### config.mk
export PLATFORM = sky130hd
export DESIGN_NAME = base64_stream_decoder_top
export DESIGN_NICKNAME = d
export VERILOG_FILES = /design/src/design/b64d_pkg.sv /design/src/design/base64_stream_decoder_top.sv /design/src/design/b64d_front.sv /design/src/design/b64d_queue.sv /design/src/design/b64d_back.sv
export SDC_FILE = /design/constraint.sdc
export NUM_CORES = 1
export LEC_CHECK = 0
export ABC_AREA = 0
export ABC_CLOCK_PERIOD_IN_PS = 3950
export BUFFER_PORTS_ARGS = -buffer_cell sky130_fd_sc_hd__buf_4
export CAP_MARGIN = 0
export CORE_MARGIN = 2
export CORE_UTILIZATION = 35
export DETAILED_ROUTE_END_ITERATION = 8
export GPL_TIMING_DRIVEN = 0
export PLACE_DENSITY_LB_ADDON = 0.12
export SYNTH_ARGS = -nofsm -noshare
export SYNTH_HDL_FRONTEND = slang
export SYNTH_SLANG_ARGS = --single-unit
### constraint.sdc
create_clock -name clk -period 3.95 [get_ports clk]
set_clock_uncertainty 0.05 [all_clocks]
set_input_delay 0.5925 -clock clk [delete_from_list [all_inputs] [get_ports clk]]
set_output_delay 0.5925 -clock clk [all_outputs]
set_load 0.005 [all_outputs]
### src/design/b64d_pkg.sv
`timescale 1ns / 1ps

package b64d_pkg;

  // One encoded character as it arrives.
  typedef struct packed {
    logic [7:0] char_code;
    logic       is_final;
  } in_word_t;

  // One result as it leaves.
  typedef struct packed {
    logic [7:0] data_byte;
    logic       has_byte;
    logic       run_end;
    logic       stream_done;
    logic       decode_ok;
  } out_word_t;

  // Work handed from the front to the back: the bytes of one group, how many of
  // them to release, and the status that closes the string.
  typedef struct packed {
    logic [23:0] block;
    logic [1:0]  num_bytes;
    logic        is_final;
    logic        ok;
  } job_t;

  // Depth of the queue between front and back.
  localparam int JobDepth    = 4;
  localparam int JobPtrWidth = $clog2(JobDepth);
  localparam int JobCntWidth = $clog2(JobDepth + 1);

  // Character codes of the alphabet edges and the pad.
  localparam logic [7:0] ChUpperA = 8'h41;
  localparam logic [7:0] ChUpperZ = 8'h5a;
  localparam logic [7:0] ChLowerA = 8'h61;
  localparam logic [7:0] ChLowerZ = 8'h7a;
  localparam logic [7:0] ChDigit0 = 8'h30;
  localparam logic [7:0] ChDigit9 = 8'h39;
  localparam logic [7:0] ChPlus   = 8'h2b;
  localparam logic [7:0] ChSlash  = 8'h2f;
  localparam logic [7:0] ChPad    = 8'h3d;

  // Offsets that move each range onto its six-bit value.
  localparam logic [7:0] LowerOffset = 8'd71;  // 'a' maps to 26
  localparam logic [7:0] DigitOffset = 8'd4;   // '0' maps to 52
  localparam logic [5:0] SixPlus     = 6'd62;
  localparam logic [5:0] SixSlash    = 6'd63;

  // Returns {in_alphabet, six-bit value}; the value is zero off the alphabet.
  function automatic logic [6:0] sextet_of(input logic [7:0] c);
    logic [6:0] res;
    res = 7'd0;
    if (c >= ChUpperA && c <= ChUpperZ) begin
      res = {1'b1, 6'(c - ChUpperA)};
    end else if (c >= ChLowerA && c <= ChLowerZ) begin
      res = {1'b1, 6'(c - LowerOffset)};
    end else if (c >= ChDigit0 && c <= ChDigit9) begin
      res = {1'b1, 6'(c + DigitOffset)};
    end else if (c == ChPlus) begin
      res = {1'b1, SixPlus};
    end else if (c == ChSlash) begin
      res = {1'b1, SixSlash};
    end
    return res;
  endfunction

endpackage

### src/design/base64_stream_decoder_top.sv
`timescale 1ns / 1ps
// A character's first result passes through a queue slot, then the back-stage job register.
// Throughput: one character per cycle while the queue has room; the back stage gives one
// result word per cycle unless out_stall holds it, and a group that releases three bytes
// gives three words, absorbed by a 4-deep queue. Input stalls only while that queue is full.
// Reset: synchronous, active low; clears group state, the queue and the output stage.
module base64_stream_decoder_top (
  input  logic                clk,
  input  logic                rst_n,
  input  logic                in_valid,
  output logic                in_stall,
  input  b64d_pkg::in_word_t  in_word,
  output logic                out_valid,
  input  logic                out_stall,
  output b64d_pkg::out_word_t out_word
);

  logic           job_full;
  logic           job_push;
  logic           job_pop;
  logic           job_avail;
  b64d_pkg::job_t job_in;
  b64d_pkg::job_t job_head;

  // Character classification and group tracking.
  b64d_front u_front (
    .clk      (clk),
    .rst_n    (rst_n),
    .in_valid (in_valid),
    .in_stall (in_stall),
    .in_word  (in_word),
    .job_full (job_full),
    .job_push (job_push),
    .job_data (job_in)
  );

  // Queue of pending groups.
  b64d_queue u_queue (
    .clk       (clk),
    .rst_n     (rst_n),
    .push      (job_push),
    .push_data (job_in),
    .pop       (job_pop),
    .full      (job_full),
    .not_empty (job_avail),
    .head_data (job_head)
  );

  // Byte serializer and output stage.
  b64d_back u_back (
    .clk       (clk),
    .rst_n     (rst_n),
    .job_avail (job_avail),
    .job_head  (job_head),
    .job_pop   (job_pop),
    .out_valid (out_valid),
    .out_stall (out_stall),
    .out_word  (out_word)
  );

endmodule

### src/design/b64d_front.sv
`timescale 1ns / 1ps

module b64d_front (
  input  logic              clk,
  input  logic              rst_n,
  input  logic              in_valid,
  output logic              in_stall,
  input  b64d_pkg::in_word_t in_word,
  input  logic              job_full,
  output logic              job_push,
  output b64d_pkg::job_t    job_data
);

  logic [1:0]  pos_r, pos_nxt;
  logic [17:0] partial_r, partial_nxt;
  logic        tip_r, tip_nxt;
  logic        err_r, err_nxt;

  logic        accept;
  logic        pad;
  logic [6:0]  sx;
  logic [5:0]  six;
  logic        err_char;
  logic        err_group;
  logic        err_final;
  logic [1:0]  num_bytes;

  assign in_stall = job_full;
  assign accept   = in_valid && !in_stall;

  // Classify the character.
  assign pad = (in_word.char_code == b64d_pkg::ChPad);
  assign sx  = b64d_pkg::sextet_of(in_word.char_code);
  assign six = sx[5:0];

  always_comb begin
    // Errors from the character itself.
    err_char = err_r || (pad && !pos_r[1]) || (!pad && !sx[6]);

    // Errors that close a group: data after a pad, or padding not at the end.
    err_group = err_char;
    num_bytes = 2'd0;
    if (pos_r == 2'd3) begin
      err_group = err_char || (tip_r && !pad) || ((tip_r || pad) && !in_word.is_final);
      if (!err_group) begin
        num_bytes = 2'd1 + {1'b0, !tip_r} + {1'b0, !pad};
      end
    end

    // A string that ends mid-group is malformed.
    err_final = err_group || (pos_r != 2'd3);

    job_push           = accept && ((num_bytes != 2'd0) || in_word.is_final);
    job_data.block     = {partial_r, six};
    job_data.num_bytes = num_bytes;
    job_data.is_final  = in_word.is_final;
    job_data.ok        = !err_final;
  end

  // Group state update.
  always_comb begin
    pos_nxt     = pos_r;
    partial_nxt = partial_r;
    tip_nxt     = tip_r;
    err_nxt     = err_r;
    if (accept) begin
      if (in_word.is_final) begin
        pos_nxt     = 2'd0;
        partial_nxt = 18'd0;
        tip_nxt     = 1'b0;
        err_nxt     = 1'b0;
      end else if (pos_r == 2'd3) begin
        pos_nxt     = 2'd0;
        partial_nxt = 18'd0;
        tip_nxt     = 1'b0;
        err_nxt     = err_group;
      end else begin
        pos_nxt     = pos_r + 2'd1;
        partial_nxt = {partial_r[11:0], six};
        if (pos_r == 2'd2) begin
          tip_nxt = pad;
        end
        err_nxt = err_char;
      end
    end
  end

  always_ff @(posedge clk) begin
    if (!rst_n) begin
      pos_r     <= 2'd0;
      partial_r <= 18'd0;
      tip_r     <= 1'b0;
      err_r     <= 1'b0;
    end else begin
      pos_r     <= pos_nxt;
      partial_r <= partial_nxt;
      tip_r     <= tip_nxt;
      err_r     <= err_nxt;
    end
  end

endmodule

### src/design/b64d_queue.sv
`timescale 1ns / 1ps

module b64d_queue (
  input  logic           clk,
  input  logic           rst_n,
  input  logic           push,
  input  b64d_pkg::job_t push_data,
  input  logic           pop,
  output logic           full,
  output logic           not_empty,
  output b64d_pkg::job_t head_data
);

  b64d_pkg::job_t                       slots_r [b64d_pkg::JobDepth];
  logic [b64d_pkg::JobPtrWidth-1:0]     wr_ptr_r, wr_ptr_nxt;
  logic [b64d_pkg::JobPtrWidth-1:0]     rd_ptr_r, rd_ptr_nxt;
  logic [b64d_pkg::JobCntWidth-1:0]     count_r, count_nxt;

  assign full      = (count_r == b64d_pkg::JobCntWidth'(b64d_pkg::JobDepth));
  assign not_empty = (count_r != '0);
  assign head_data = slots_r[rd_ptr_r];

  // Pointer and occupancy update.
  always_comb begin
    wr_ptr_nxt = wr_ptr_r;
    rd_ptr_nxt = rd_ptr_r;
    count_nxt  = count_r;
    if (push) begin
      wr_ptr_nxt = (wr_ptr_r == b64d_pkg::JobPtrWidth'(b64d_pkg::JobDepth - 1)) ?
                   '0 : wr_ptr_r + 1'b1;
    end
    if (pop) begin
      rd_ptr_nxt = (rd_ptr_r == b64d_pkg::JobPtrWidth'(b64d_pkg::JobDepth - 1)) ?
                   '0 : rd_ptr_r + 1'b1;
    end
    if (push && !pop) begin
      count_nxt = count_r + 1'b1;
    end else if (pop && !push) begin
      count_nxt = count_r - 1'b1;
    end
  end

  always_ff @(posedge clk) begin
    if (!rst_n) begin
      wr_ptr_r <= '0;
      rd_ptr_r <= '0;
      count_r  <= '0;
    end else begin
      wr_ptr_r <= wr_ptr_nxt;
      rd_ptr_r <= rd_ptr_nxt;
      count_r  <= count_nxt;
    end
  end

  // Entry storage.
  always_ff @(posedge clk) begin
    if (push) begin
      slots_r[wr_ptr_r] <= push_data;
    end
  end

endmodule

### src/design/b64d_back.sv
`timescale 1ns / 1ps

module b64d_back (
  input  logic               clk,
  input  logic               rst_n,
  input  logic               job_avail,
  input  b64d_pkg::job_t     job_head,
  output logic               job_pop,
  output logic               out_valid,
  input  logic               out_stall,
  output b64d_pkg::out_word_t out_word
);

  logic           busy_r, busy_nxt;
  b64d_pkg::job_t job_r, job_nxt;
  logic [1:0]     idx_r, idx_nxt;

  logic           last;
  logic           out_accept;
  logic [7:0]     sel_byte;

  assign out_valid  = busy_r;
  assign out_accept = busy_r && !out_stall;
  assign last       = (job_r.num_bytes == 2'd0) || (idx_r == job_r.num_bytes - 2'd1);

  // Pick the byte at the current index, most significant first.
  always_comb begin
    case (idx_r)
      2'd0:    sel_byte = job_r.block[23:16];
      2'd1:    sel_byte = job_r.block[15:8];
      default: sel_byte = job_r.block[7:0];
    endcase
  end

  always_comb begin
    out_word.has_byte    = (job_r.num_bytes != 2'd0);
    out_word.data_byte   = out_word.has_byte ? sel_byte : 8'd0;
    out_word.run_end     = last;
    out_word.stream_done = last && job_r.is_final;
    out_word.decode_ok   = last && job_r.is_final && job_r.ok;
  end

  // Take the next job when idle or once the current one has given its last word.
  always_comb begin
    job_pop  = job_avail && (!busy_r || (out_accept && last));
    busy_nxt = busy_r;
    job_nxt  = job_r;
    idx_nxt  = idx_r;
    if (job_pop) begin
      busy_nxt = 1'b1;
      job_nxt  = job_head;
      idx_nxt  = 2'd0;
    end else if (out_accept) begin
      if (last) begin
        busy_nxt = 1'b0;
      end else begin
        idx_nxt = idx_r + 2'd1;
      end
    end
  end

  always_ff @(posedge clk) begin
    if (!rst_n) begin
      busy_r <= 1'b0;
      idx_r  <= 2'd0;
    end else begin
      busy_r <= busy_nxt;
      idx_r  <= idx_nxt;
    end
  end

  always_ff @(posedge clk) begin
    job_r <= job_nxt;
  end

endmodule

Yosys cells after proc, flatten, opt, wreduce, memory -nomap -nowiden
Memories as Yosys holds them, arrays and structs flattened. A register that Yosys moved wholly into a read port is not among the register bits.
Cells that the tools add are included.
{"block": "classes", "n_bitwise": 2, "n_addsub": 12, "n_eq_ne": 11, "mux": 28, "n_reduce_logical": 49, "order_cmp": 6}
{"op": "18-bit two-way mux", "n": 2}
{"op": "7-bit two-way mux", "n": 5}
{"op": "8-bit by 6-bit == test with 1-bit output, second input constant", "n": 3}
{"op": "8-bit by 7-bit greater-or-equal comparator with 1-bit output, second input constant", "n": 2}
{"op": "8-bit by 7-bit less-or-equal comparator with 1-bit output, second input constant", "n": 2}
{"op": "1-bit logical AND", "n": 16}
{"op": "8-bit one-hot mux with 2 select lines", "n": 1}
{"op": "2-bit two-way mux", "n": 6}
{"op": "1-bit logical NOT", "n": 11}
{"op": "1-bit two-way mux", "n": 11}
{"op": "2-bit nonzero test", "n": 5}
{"op": "1-bit logical OR", "n": 9}
{"op": "2-bit by 1-bit adder with 2-bit output, second input constant", "n": 4}
{"op": "2-bit == test, second input constant", "n": 4}
{"op": "8-bit by 6-bit greater-or-equal comparator with 1-bit output, second input constant", "n": 1}
{"op": "8-bit by 6-bit less-or-equal comparator with 1-bit output, second input constant", "n": 1}
{"op": "8-bit two-way mux", "n": 1}
{"op": "6-bit by 3-bit adder with 6-bit output, second input constant", "n": 1}
{"op": "3-bit two-way mux", "n": 2}
{"op": "2-bit AND reduction", "n": 3}
{"op": "3-bit nonzero test", "n": 2}
{"op": "6-bit by 1-bit subtractor with 6-bit output, second input constant", "n": 1}
{"op": "6-bit by 3-bit subtractor with 6-bit output, second input constant", "n": 1}
{"op": "2-bit logical NOT", "n": 2}
{"op": "other kinds (11)", "n": 12}
{"block": "totals", "input_bits": 13, "out_inout_bits": 14, "regBits": 32, "mem_bits_rw": 112, "word_cells": 118, "memories": 1}
{"memory": "u_queue.slots_r", "depth": 4, "width": 28, "rd": 1, "rd_ports_with_merged_regs": 1, "write_ports": 1, "line_no": "b64d_queue.sv:14", "rtl": "b64d_pkg::job_t slots_r [b64d_pkg::JobDepth];"}

Depth between registers and ports, before layout
Gate-level depths: netlist (run 1).
{"block": "logic_depth", "word_depth": 20, "mapped_depth": 15, "depth_no_buf": 15}

Hierarchy
Synthesis (run 1) repeated with hierarchy kept, for this count alone.
{"block": "hier_totals", "hier_cells": 457, "area_unflattened_um2": 7419.6}
{"module": "b64d_queue", "cells_each": 190, "area_per_inst_um2": 4549.4, "seq_area_each_um2": 3543.4, "n_inst": 1}
{"module": "b64d_front", "cells_each": 179, "area_per_inst_um2": 1605.3, "seq_area_each_um2": 440.4, "n_inst": 1}
{"module": "b64d_back", "cells_each": 88, "area_per_inst_um2": 1265.0, "seq_area_each_um2": 900.9, "n_inst": 1}

Least setup slack after synthesis (run 1)
Ideal clock, no wire load.
{"block": "synth_timing", "path_type": "input to register", "startpoint": "input port in_word[6] (netlist bit)", "endpoint": "register u_queue.count_r[2] (netlist bit)", "required_ps": 3830, "stages": 15, "n_path_buf": 1, "setup_time_ps": 70, "arrival_time_ps": 3279, "setup_slack_ps": 551, "path_cell_list": "buf_6 -> and4bb_4 -> nand3_1 -> ha_1 -> inv_1 -> o211ai_1 -> a2111oi_4 -> o31ai_2 -> a21oi_4 -> ha_1 -> inv_1 -> fa_1 -> xor2_1 -> or3_1 -> a21oi_1"}
{"block": "synth_via", "elab_chain_len": 19, "elab_cells_between_ends": 39, "cone_classes": "1 x add/sub; 6 x order compare; 3 x eq/ne; 8 x mux; 21 x reduce/logical"}
{"item": "from (decl)", "line_no": "base64_stream_decoder_top.sv:12", "rtl": "input b64d_pkg::in_word_t in_word,"}
{"item": "branches (longest 11 deep; another with 8-bit by 6-bit greater-or-equal comparator with 1-bit output)"}
{"item": "2-bit two-way mux (*)", "line_no": "b64d_front.sv:45", "rtl": "if (!err_group) begin"}
{"item": "2-bit two-way mux (*)", "line_no": "b64d_front.sv:43", "rtl": "if (pos_r == 2'd3) begin"}
{"item": "2-bit nonzero test (*)", "line_no": "b64d_front.sv:53", "rtl": "job_push = accept && ((num_bytes != 2'd0) || in_word.is_final);"}
{"item": "1-bit logical OR (*)", "line_no": "b64d_front.sv:53"}
{"item": "1-bit logical AND (*)", "line_no": "b64d_front.sv:53"}
{"item": "net job_push", "line_no": "base64_stream_decoder_top.sv:19", "rtl": "logic job_push;"}
{"item": "1-bit logical NOT", "line_no": "b64d_queue.sv:38", "rtl": "end else if (pop && !push) begin"}
{"item": "1-bit logical AND", "line_no": "b64d_queue.sv:38"}
{"item": "2-bit nonzero test (no line)"}
{"item": "to (signal assigned)", "line_no": "b64d_queue.sv:51", "rtl": "count_r <= count_nxt;"}
{"item": "to (decl)", "line_no": "b64d_queue.sv:17", "rtl": "logic [b64d_pkg::JobCntWidth-1:0] count_r, count_nxt;"}
Mark *: on every way through the listed nets, which the timed path passes.
A chain may end at the register's enable or synchronous reset.

Final worst setup path (run 1)
{"block": "layout_timing", "startpoint": "input port in_word[2] (netlist bit)", "endpoint": "register u_queue.count_r[2] (netlist bit)"}
The elaborated chain is that of the path after synthesis.

==> flow_summary.toml, run 1 <==
[status]
status = "completed"

[yosys]
async_flop_share = 0
synth.distinct_cells = 48
ys_warn_count = 0
syn_area_per_cell_um2 = 15.64
synth_cells = 453
ys_seq_elements = 172
synth_edf_count = 140
yosysTopAreaCellShare = 0.5935
synth_area_leaders = "edfxtp_1 59%, dfxtp_1 9.0%, mux4_2 8.9%, ha_1 4.1%, a21oi_1 2.5%"
synth-seq-area-share = 0.6840
synth_fp_nets = 490
syn-cell-area_um2 = 7083
synthFlopType = "edfxtp_1"
synth_top_cell_by_area = "edfxtp_1"

[timing]
grt_setup_unrepaired = "no"
setup_violations = 0
slew_violations = 0
timing.hold.ws_ps = 381.3
fmax_mhz = 286.8
slew_headroom = 0.1956
tns_ps = 0
worst-slew-pin-transition_ps = 1207
finalCritPeriodShare = 0.8826
final-hold-violation-count = 0
fin_crit_ps = 3486

[cts]
cts_buffer_depth = 2
cts_setup_buffers = 0
cts-root-buf = "clkbuf_16"
clock_sinks = 172
cts_tree = "built"
cts_hold_buf = 0
cts.reportedPaths.clkPinSlew_ps = 70
h-tree-depth = 4
insertion_delay_ps = 430
numCtsBuffers = 17
cts_resized = 0

[worst_setup_path]
worstPathMaxFanout = 7
crit_chain = "buf_4, inv_1, ha_1, nand3_1, ha_1, inv_1, o211ai_1, a2111oi_4, o31ai_2, a21oi_4, ha_1, inv_1, fa_1, xor2_1, or3_1, a21oi_1"
critPathLaunchType = "input port"
slowest_delay_ps = 370
crit_slowest_cell = "fa_1"
arrival_ps = 3800
end_kind = "flop"
path_class = "input port to flop"
critPathRequiredTime_ps = 4270

[floorplanning]
start_util = 0.3535
row_count = 52
die_h_um = 146.3
die_area_um2 = 21390
num_io_pins = 27
die_x_um = 146.3
design.core.area_um2 = 20040

[layout]
nNetsFinal = 534
design_area_um2 = 8204
fin_cells = 780
mostFrequentLayoutCell = "edfxtp_1"
n_antenna_cell = 0
area_growth_pct = 15.83
drive_gt1_frac = 0.2020
mostFrequentLayoutCells = "140 x edfxtp_1, 36 x a21oi_1, 32 x dfxtp_1"
num-fill-cells = 1875

[grt]
grt_pass1_vias = 3930
grt_pass1_wl_um = 23060
track_usage = 0.1489
grt_max_degree = 29
grt_overflow = 0
antenna_found_initial = 1

[route]
wl_per_cell_um = 18.83
drc = 0
vias_per_cell = 4.950
ant_nets = 0
drt_iter0_markers = 256
firstDrtPassIters = 4
vias = 3861
drt_wl_total_um = 14690

[place]
routabilityCongestion = 0.8046
place_area_um2 = 7614
dp_cells = 748
portBuffers = 25
place.detailed.hpwl_um = 9497

[job]
max_cap_violations = 0

[min_path]
hold_path.class = "input port to flop"

[power]
finalPower_mw = 5.147
power_density_nw_per_um2 = 627.3
ir_worst_vdd_v = 0.0002529
leakagePower_nw = 2.850
[through the flow]
| stage | setup WS (ps) | utilization |
|---|---|---|
| 2_1_floorplan | 551.1 | - |
| 3_3_place_gp | -357.6 | 0.3797 |
| 3_5_place_dp | 13.43 | 0.3799 |
| 4_1_cts | 480.1 | 0.4094 |
| 5_1_grt | 236.7 | 0.4094 |
| 6_report | 463.6 | 0.4094 |
[cell type report]
cell class / instances / area [um^2] / area share
buffer: 22 / 102.6 / 0.01251
clock buffer: 17 / 425.4 / 0.05185
clock inverter: 15 / 165.2 / 0.02013
inverter: 26 / 97.59 / 0.01190
multi-input combinational: 233 / 2043 / 0.2490
sequential: 172 / 4845 / 0.5905
tap: 270 / 337.8 / 0.04118
timing repair buffer: 25 / 187.7 / 0.02288
[cells by family (layout without fill, tap and decap cells)]
| family | Yosys count | after routing | share of synthesized area |
|---|---|---|---|
| flip-flops | 172 | 172 | 0.6840 |
| AND/OR/NAND/NOR | 93 | 93 | 0.06571 |
| adder cells (fa/ha/maj) | 24 | 24 | 0.04346 |
| buffers and inverters | 48 | 105 | 0.02826 |
| XOR/XNOR | 8 | 8 | 0.009891 |
| AO/OA/AOI/OAI | 74 | 74 | 0.07119 |
| multiplexers | 34 | 34 | 0.09751 |
[registers in the layout, indices dropped and copies added, names as in the netlist]
register / count
u_queue.slots_r: 112
u_back.job_r: 28
u_front.partial_r: 18
u_queue.count_r: 3
u_back.idx_r: 2
u_front.pos_r: 2
u_queue.rd_ptr_r: 2
u_queue.wr_ptr_r: 2
u_back.out_valid: 1
u_front.err_r: 1
u_front.tip_r: 1
[routing by layer]
| layer | up-vias | wire length [um] | global-route usage |
|---|---|---|---|
| met5 | - | 0 | 0 |
| met4 | 0 | 293 | 0.05388 |
| met3 | 22 | 469 | 0.03688 |
| met2 | 65 | 7391 | 0.2483 |
| met1 | 1951 | 6531 | 0.1899 |
| li1 | 1823 | - | - |
[worst paths after layout]
kind | to | startpoint | slack [ps] | depth (start not counted)
hold reg to reg | u_queue.wr_ptr_r[1]$_SDFFE_PN0P_ | u_queue.wr_ptr_r[1]$_SDFFE_PN0P_ | 440 | 2
setup reg to reg | u_queue.count_r[2]$_SDFFE_PN0P_ | u_back.job_r[2]$_DFFE_PP_ | 720 | 13
hold / removal | u_queue.slots_r[2][1]$_DFFE_PP_ | in_word[0] | 380 | 1
setup / recovery | u_queue.count_r[2]$_SDFFE_PN0P_ | in_word[2] | 460 | 16
[cells in the mapped netlist (all sizes together), types with 2 or more instances]
master / instances
a21oi: 37
a221o: 3
a22oi: 8
a32o: 5
and2: 5
and3: 3
buf: 7
clkbuf: 15
dfxtp: 32
edfxtp: 140
ha: 23
inv: 26
mux2i: 6
mux4: 28
nand2: 31
nand2b: 4
nand3: 17
nor2: 16
nor2b: 2
nor3: 5
nor3b: 2
o21a: 2
o21ai: 9
or3: 3
xnor2: 4
xor2: 4
[worst max-delay path, delay by kind of cell]
kind	cells	cell delay, ps
adder cells (fa/ha/maj)	4	1120
AO/OA/AOI/OAI	5	990
AND/OR/NAND/NOR	2	490
buffers and inverters	4	410
XOR/XNOR	1	170
[report_power, final]
part | leakage (nW) | internal [mW] | switching (mW) | total [mW]
registers | 1.61 | 2.28 | 0.0938 | 2.37
logic | 0.952 | 0.496 | 0.628 | 1.12
clock network | 0.286 | 0.942 | 0.708 | 1.65
total | 2.85 | 3.72 | 1.43 | 5.15
(Power assumes the default switching activity.)
==> inputs of run 2 (changes only) <==
--- a/config.mk
+++ b/config.mk
@@ -5,14 +5,13 @@
 export SDC_FILE = /design/constraint.sdc
 export NUM_CORES = 1
 export LEC_CHECK = 0
-export ABC_AREA = 0
+export ABC_AREA = 1
 export ABC_CLOCK_PERIOD_IN_PS = 3950
 export BUFFER_PORTS_ARGS = -buffer_cell sky130_fd_sc_hd__buf_4
 export CAP_MARGIN = 0
 export CORE_MARGIN = 2
 export CORE_UTILIZATION = 35
 export DETAILED_ROUTE_END_ITERATION = 8
-export GPL_TIMING_DRIVEN = 0
 export PLACE_DENSITY_LB_ADDON = 0.12
 export SYNTH_ARGS = -nofsm -noshare
 export SYNTH_HDL_FRONTEND = slang
==> constraint.sdc (replaced) <==
create_clock -name clk -period 3.95 [get_ports clk]
set_clock_uncertainty 0.05 [all_clocks]
set_input_delay 0.5925 -clock clk [delete_from_list [all_inputs] [get_ports clk]]
set_output_delay 0.5925 -clock clk [all_outputs]
set_load 0.01 [all_outputs]
==> run 2 against run 1 <==
Compared with the run above:
- cell count grew 26%
- register-to-register slack gained 320 ps
- combinational power grew 21%
- power grew 5.0%
- synthesized area grew 4.6%
- fmax grew 17%
- sequential cell count is the same
- largest cell class unchanged
- largest power group unchanged
- highest routed layer unchanged
==> flow_summary.toml, run 2 <==
[yosys]
synthFlopType = "edfxtp_1"
synth_common_cells = "140 x edfxtp_1, 104 x nand2_1, 85 x nor2_1, 70 x o21ai_0, 41 x inv_1"
synth_fp_nets = 707
synth_cells = 670
syn_area_per_cell_um2 = 11.06
yosysTopAreaCellShare = 0.5673
synth_edf_count = 140
ys_seq_elements = 172
synth_top_cell_by_area = "edfxtp_1"
async_flop_share = 0
synth_area_leaders = "edfxtp_1 57%, dfxtp_1 8.6%, nand2_1 5.3%, o21ai_0 4.7%, nor2_1 4.3%"
syn-cell-area_um2 = 7411
yosysMostFrequentCell = "edfxtp_1"
synth.distinct_cells = 42
ys_warn_count = 0
synth-seq-area-share = 0.6537

[route]
drt_wl_total_um = 17090
firstDrtPassIters = 6
drt_iter0_markers = 253
vias_per_cell = 4.909
ant_nets = 0
vias = 4811
wl_per_cell_um = 17.43
drc = 0

[timing]
worst-slew-pin-transition_ps = 1195
setup_violations = 0
finalCritPeriodShare = 0.7561
tns_ps = 0
grt_setup_unrepaired = "no"
fmax_mhz = 334.8
slew_headroom = 0.2022
slew_violations = 0
fin_crit_ps = 2986
final-hold-violation-count = 0

[floorplanning]
die_x_um = 149.5
num_io_pins = 27
die_h_um = 149.5
design.core.area_um2 = 20890
start_util = 0.3548
row_count = 53
die_area_um2 = 22350

[grt]
antenna_found_initial = 0
grt_pass1_vias = 4760
grt_overflow = 0
track_usage = 0.1603
grt_pass1_wl_um = 26640
grt_max_degree = 60

[layout]
largest_register = "u_queue.slots_r"
reg_top3 = "u_queue.slots_r (112), u_back.job_r (28), u_front.partial_r (18)"
mostFrequentLayoutCell = "edfxtp_1"
mostFrequentLayoutCells = "140 x edfxtp_1, 104 x nand2_1, 85 x nor2_1"
nNetsFinal = 729
num-fill-cells = 2016
n_antenna_cell = 0
largest_reg_flops = 112
fin_util = 0.4048
drive_gt1_frac = 0.1461
area_growth_pct = 14.10

[worst_setup_path]
crit_buf_inv = 2
r2r_cells = 12
critPathRequiredTime_ps = 3310
critPathLaunchType = "flop"
path_class = "flop to output pin"
end_kind = "output pin"
arrival_ps = 2340
crit_family = "simple AND/OR/NAND/NOR gates"
crit_start = "u_back.idx_r[0]$_SDFFE_PP0P_"
r2r-start = "u_back.job_r[2]$_DFFE_PP_"
worstPathMaxFanout = 9
setup.reg_to_reg.worst_slack_ps = 1040
crit_slowest_cell = "nor2_1"
slowest_delay_ps = 530
crit_chain = "inv_1, ha_1, nor2_1, nand2_1, a31oi_1, buf_4"
timing.rr.end = "u_queue.count_r[1]$_SDFFE_PN0P_"

[place]
place.detailed.hpwl_um = 9947
routabilityCongestion = 0.8339
portBuffers = 26

[cts]
numCtsBuffers = 17
cts_hold_buf = 0
cts_resized = 0
clock_sinks = 172
cts_buffer_depth = 2
h-tree-depth = 4
cts-root-buf = "clkbuf_16"
insertion_delay_ps = 430
cts_setup_buffers = 0
cts.reportedPaths.clkPinSlew_ps = 70
cts_tree = "built"

[power]
power_density_nw_per_um2 = 639.4
ir_worst_vdd_v = 0.0002437
leakagePower_nw = 3.145

[min_path]
whs_path_depth = 1
hp-start = "in_word[0]"
hold_path.class = "input port to flop"
min_to = "u_queue.slots_r[0][1]$_DFFE_PP_"

[status]
status = "completed"

[job]
max_cap_violations = 0
-- run 2: changes by cell type in the layout (fill, tap and decap cells not counted), sizes merged, moves of 5 or more --
| cell | change |
|---|---|
| a32o | -5 |
| clkbuf | -15 |
| a31oi | +8 |
| a22oi | -8 |
| mux4 | -28 |
| o22ai | +28 |
| nor2 | +80 |
| o21ai | +64 |
| inv | +29 |
| mux2i | -6 |
| a21oi | -8 |
| nand2 | +81 |
-- run 2: routing by layer --
layer | part of all wire | vias to the layer above | global-route usage | wire [um]
met2 | 0.49 | 78 | 0.2681 | 8354
met1 | 0.47 | 2353 | 0.2099 | 8074
met4 | 0.012 | 0 | 0.05095 | 202
li1 | - | 2367 | - | -
met5 | 0 | - | 0 | 0
met3 | 0.027 | 13 | 0.03171 | 454
-- run 2: power breakdown --
| group | switching (mW) | leakage (nW) | internal [mW] | total [mW] |
|---|---|---|---|---|
| Clock | 0.744 | 0.281 | 0.893 | 1.64 |
| Sequential | 0.107 | 1.60 | 2.31 | 2.41 |
| Combinational | 0.920 | 1.27 | 0.434 | 1.35 |
| Total | 1.77 | 3.15 | 3.64 | 5.41 |
-- run 2: through the flow --
stage / hold WS [ps] / cell area (um^2) / power [mW] / setup slack, ps / cells
after floorplan: 410.5 / 7411 / 3.285 / 918.0 / 670
after global placement: 433.0 / 7873 / 3.813 / 709.7 / 948
after detailed placement: 445.3 / 7873 / 3.843 / 642.4 / 948
after CTS: 360.6 / 8456 / 5.473 / 913.0 / 980
after global routing: 366.7 / 8456 / 5.701 / 752.6 / 980
final: 371.9 / 8456 / 5.406 / 963.6 / 980
-- run 2: worst max path at each step --
| stage | to | slack [ps] | cells past startpoint |
|---|---|---|---|
| 2_1_floorplan | u_queue.slots_r[0][0]$_DFFE_PP_ | 920 | 11 |
| 4_1_cts | out_word[5] | 910 | 6 |
| 6_report | out_word[5] | 960 | 6 |
| 3_5_place_dp | u_queue.count_r[2]$_SDFFE_PN0P_ | 640 | 20 |
| 5_1_grt | out_word[5] | 750 | 6 |
| 3_3_place_gp | u_queue.count_r[2]$_SDFFE_PN0P_ | 710 | 20 |
-- run 2: logic make-up after synthesis --
group                    Yosys count  synth area share
flip-flops                       172            0.6537
AND/OR/NAND/NOR                  234            0.1403
XOR/XNOR                           8          0.009455
adder cells (fa/ha/maj)           24           0.04153
buffers and inverters             84           0.04524
AO/OA/AOI/OAI                    148            0.1097
-- run 2: final cells by class --
cell class                 instances  area [um^2]  share of cell area
tap                              275        344.1             0.04069
inverter                          54        203.9             0.02412
multi-input combinational        414         2231              0.2638
clock buffer                      17        425.4             0.05031
sequential                       172         4846              0.5731
clock inverter                    15        157.7             0.01864
timing repair buffer              33        247.7             0.02930
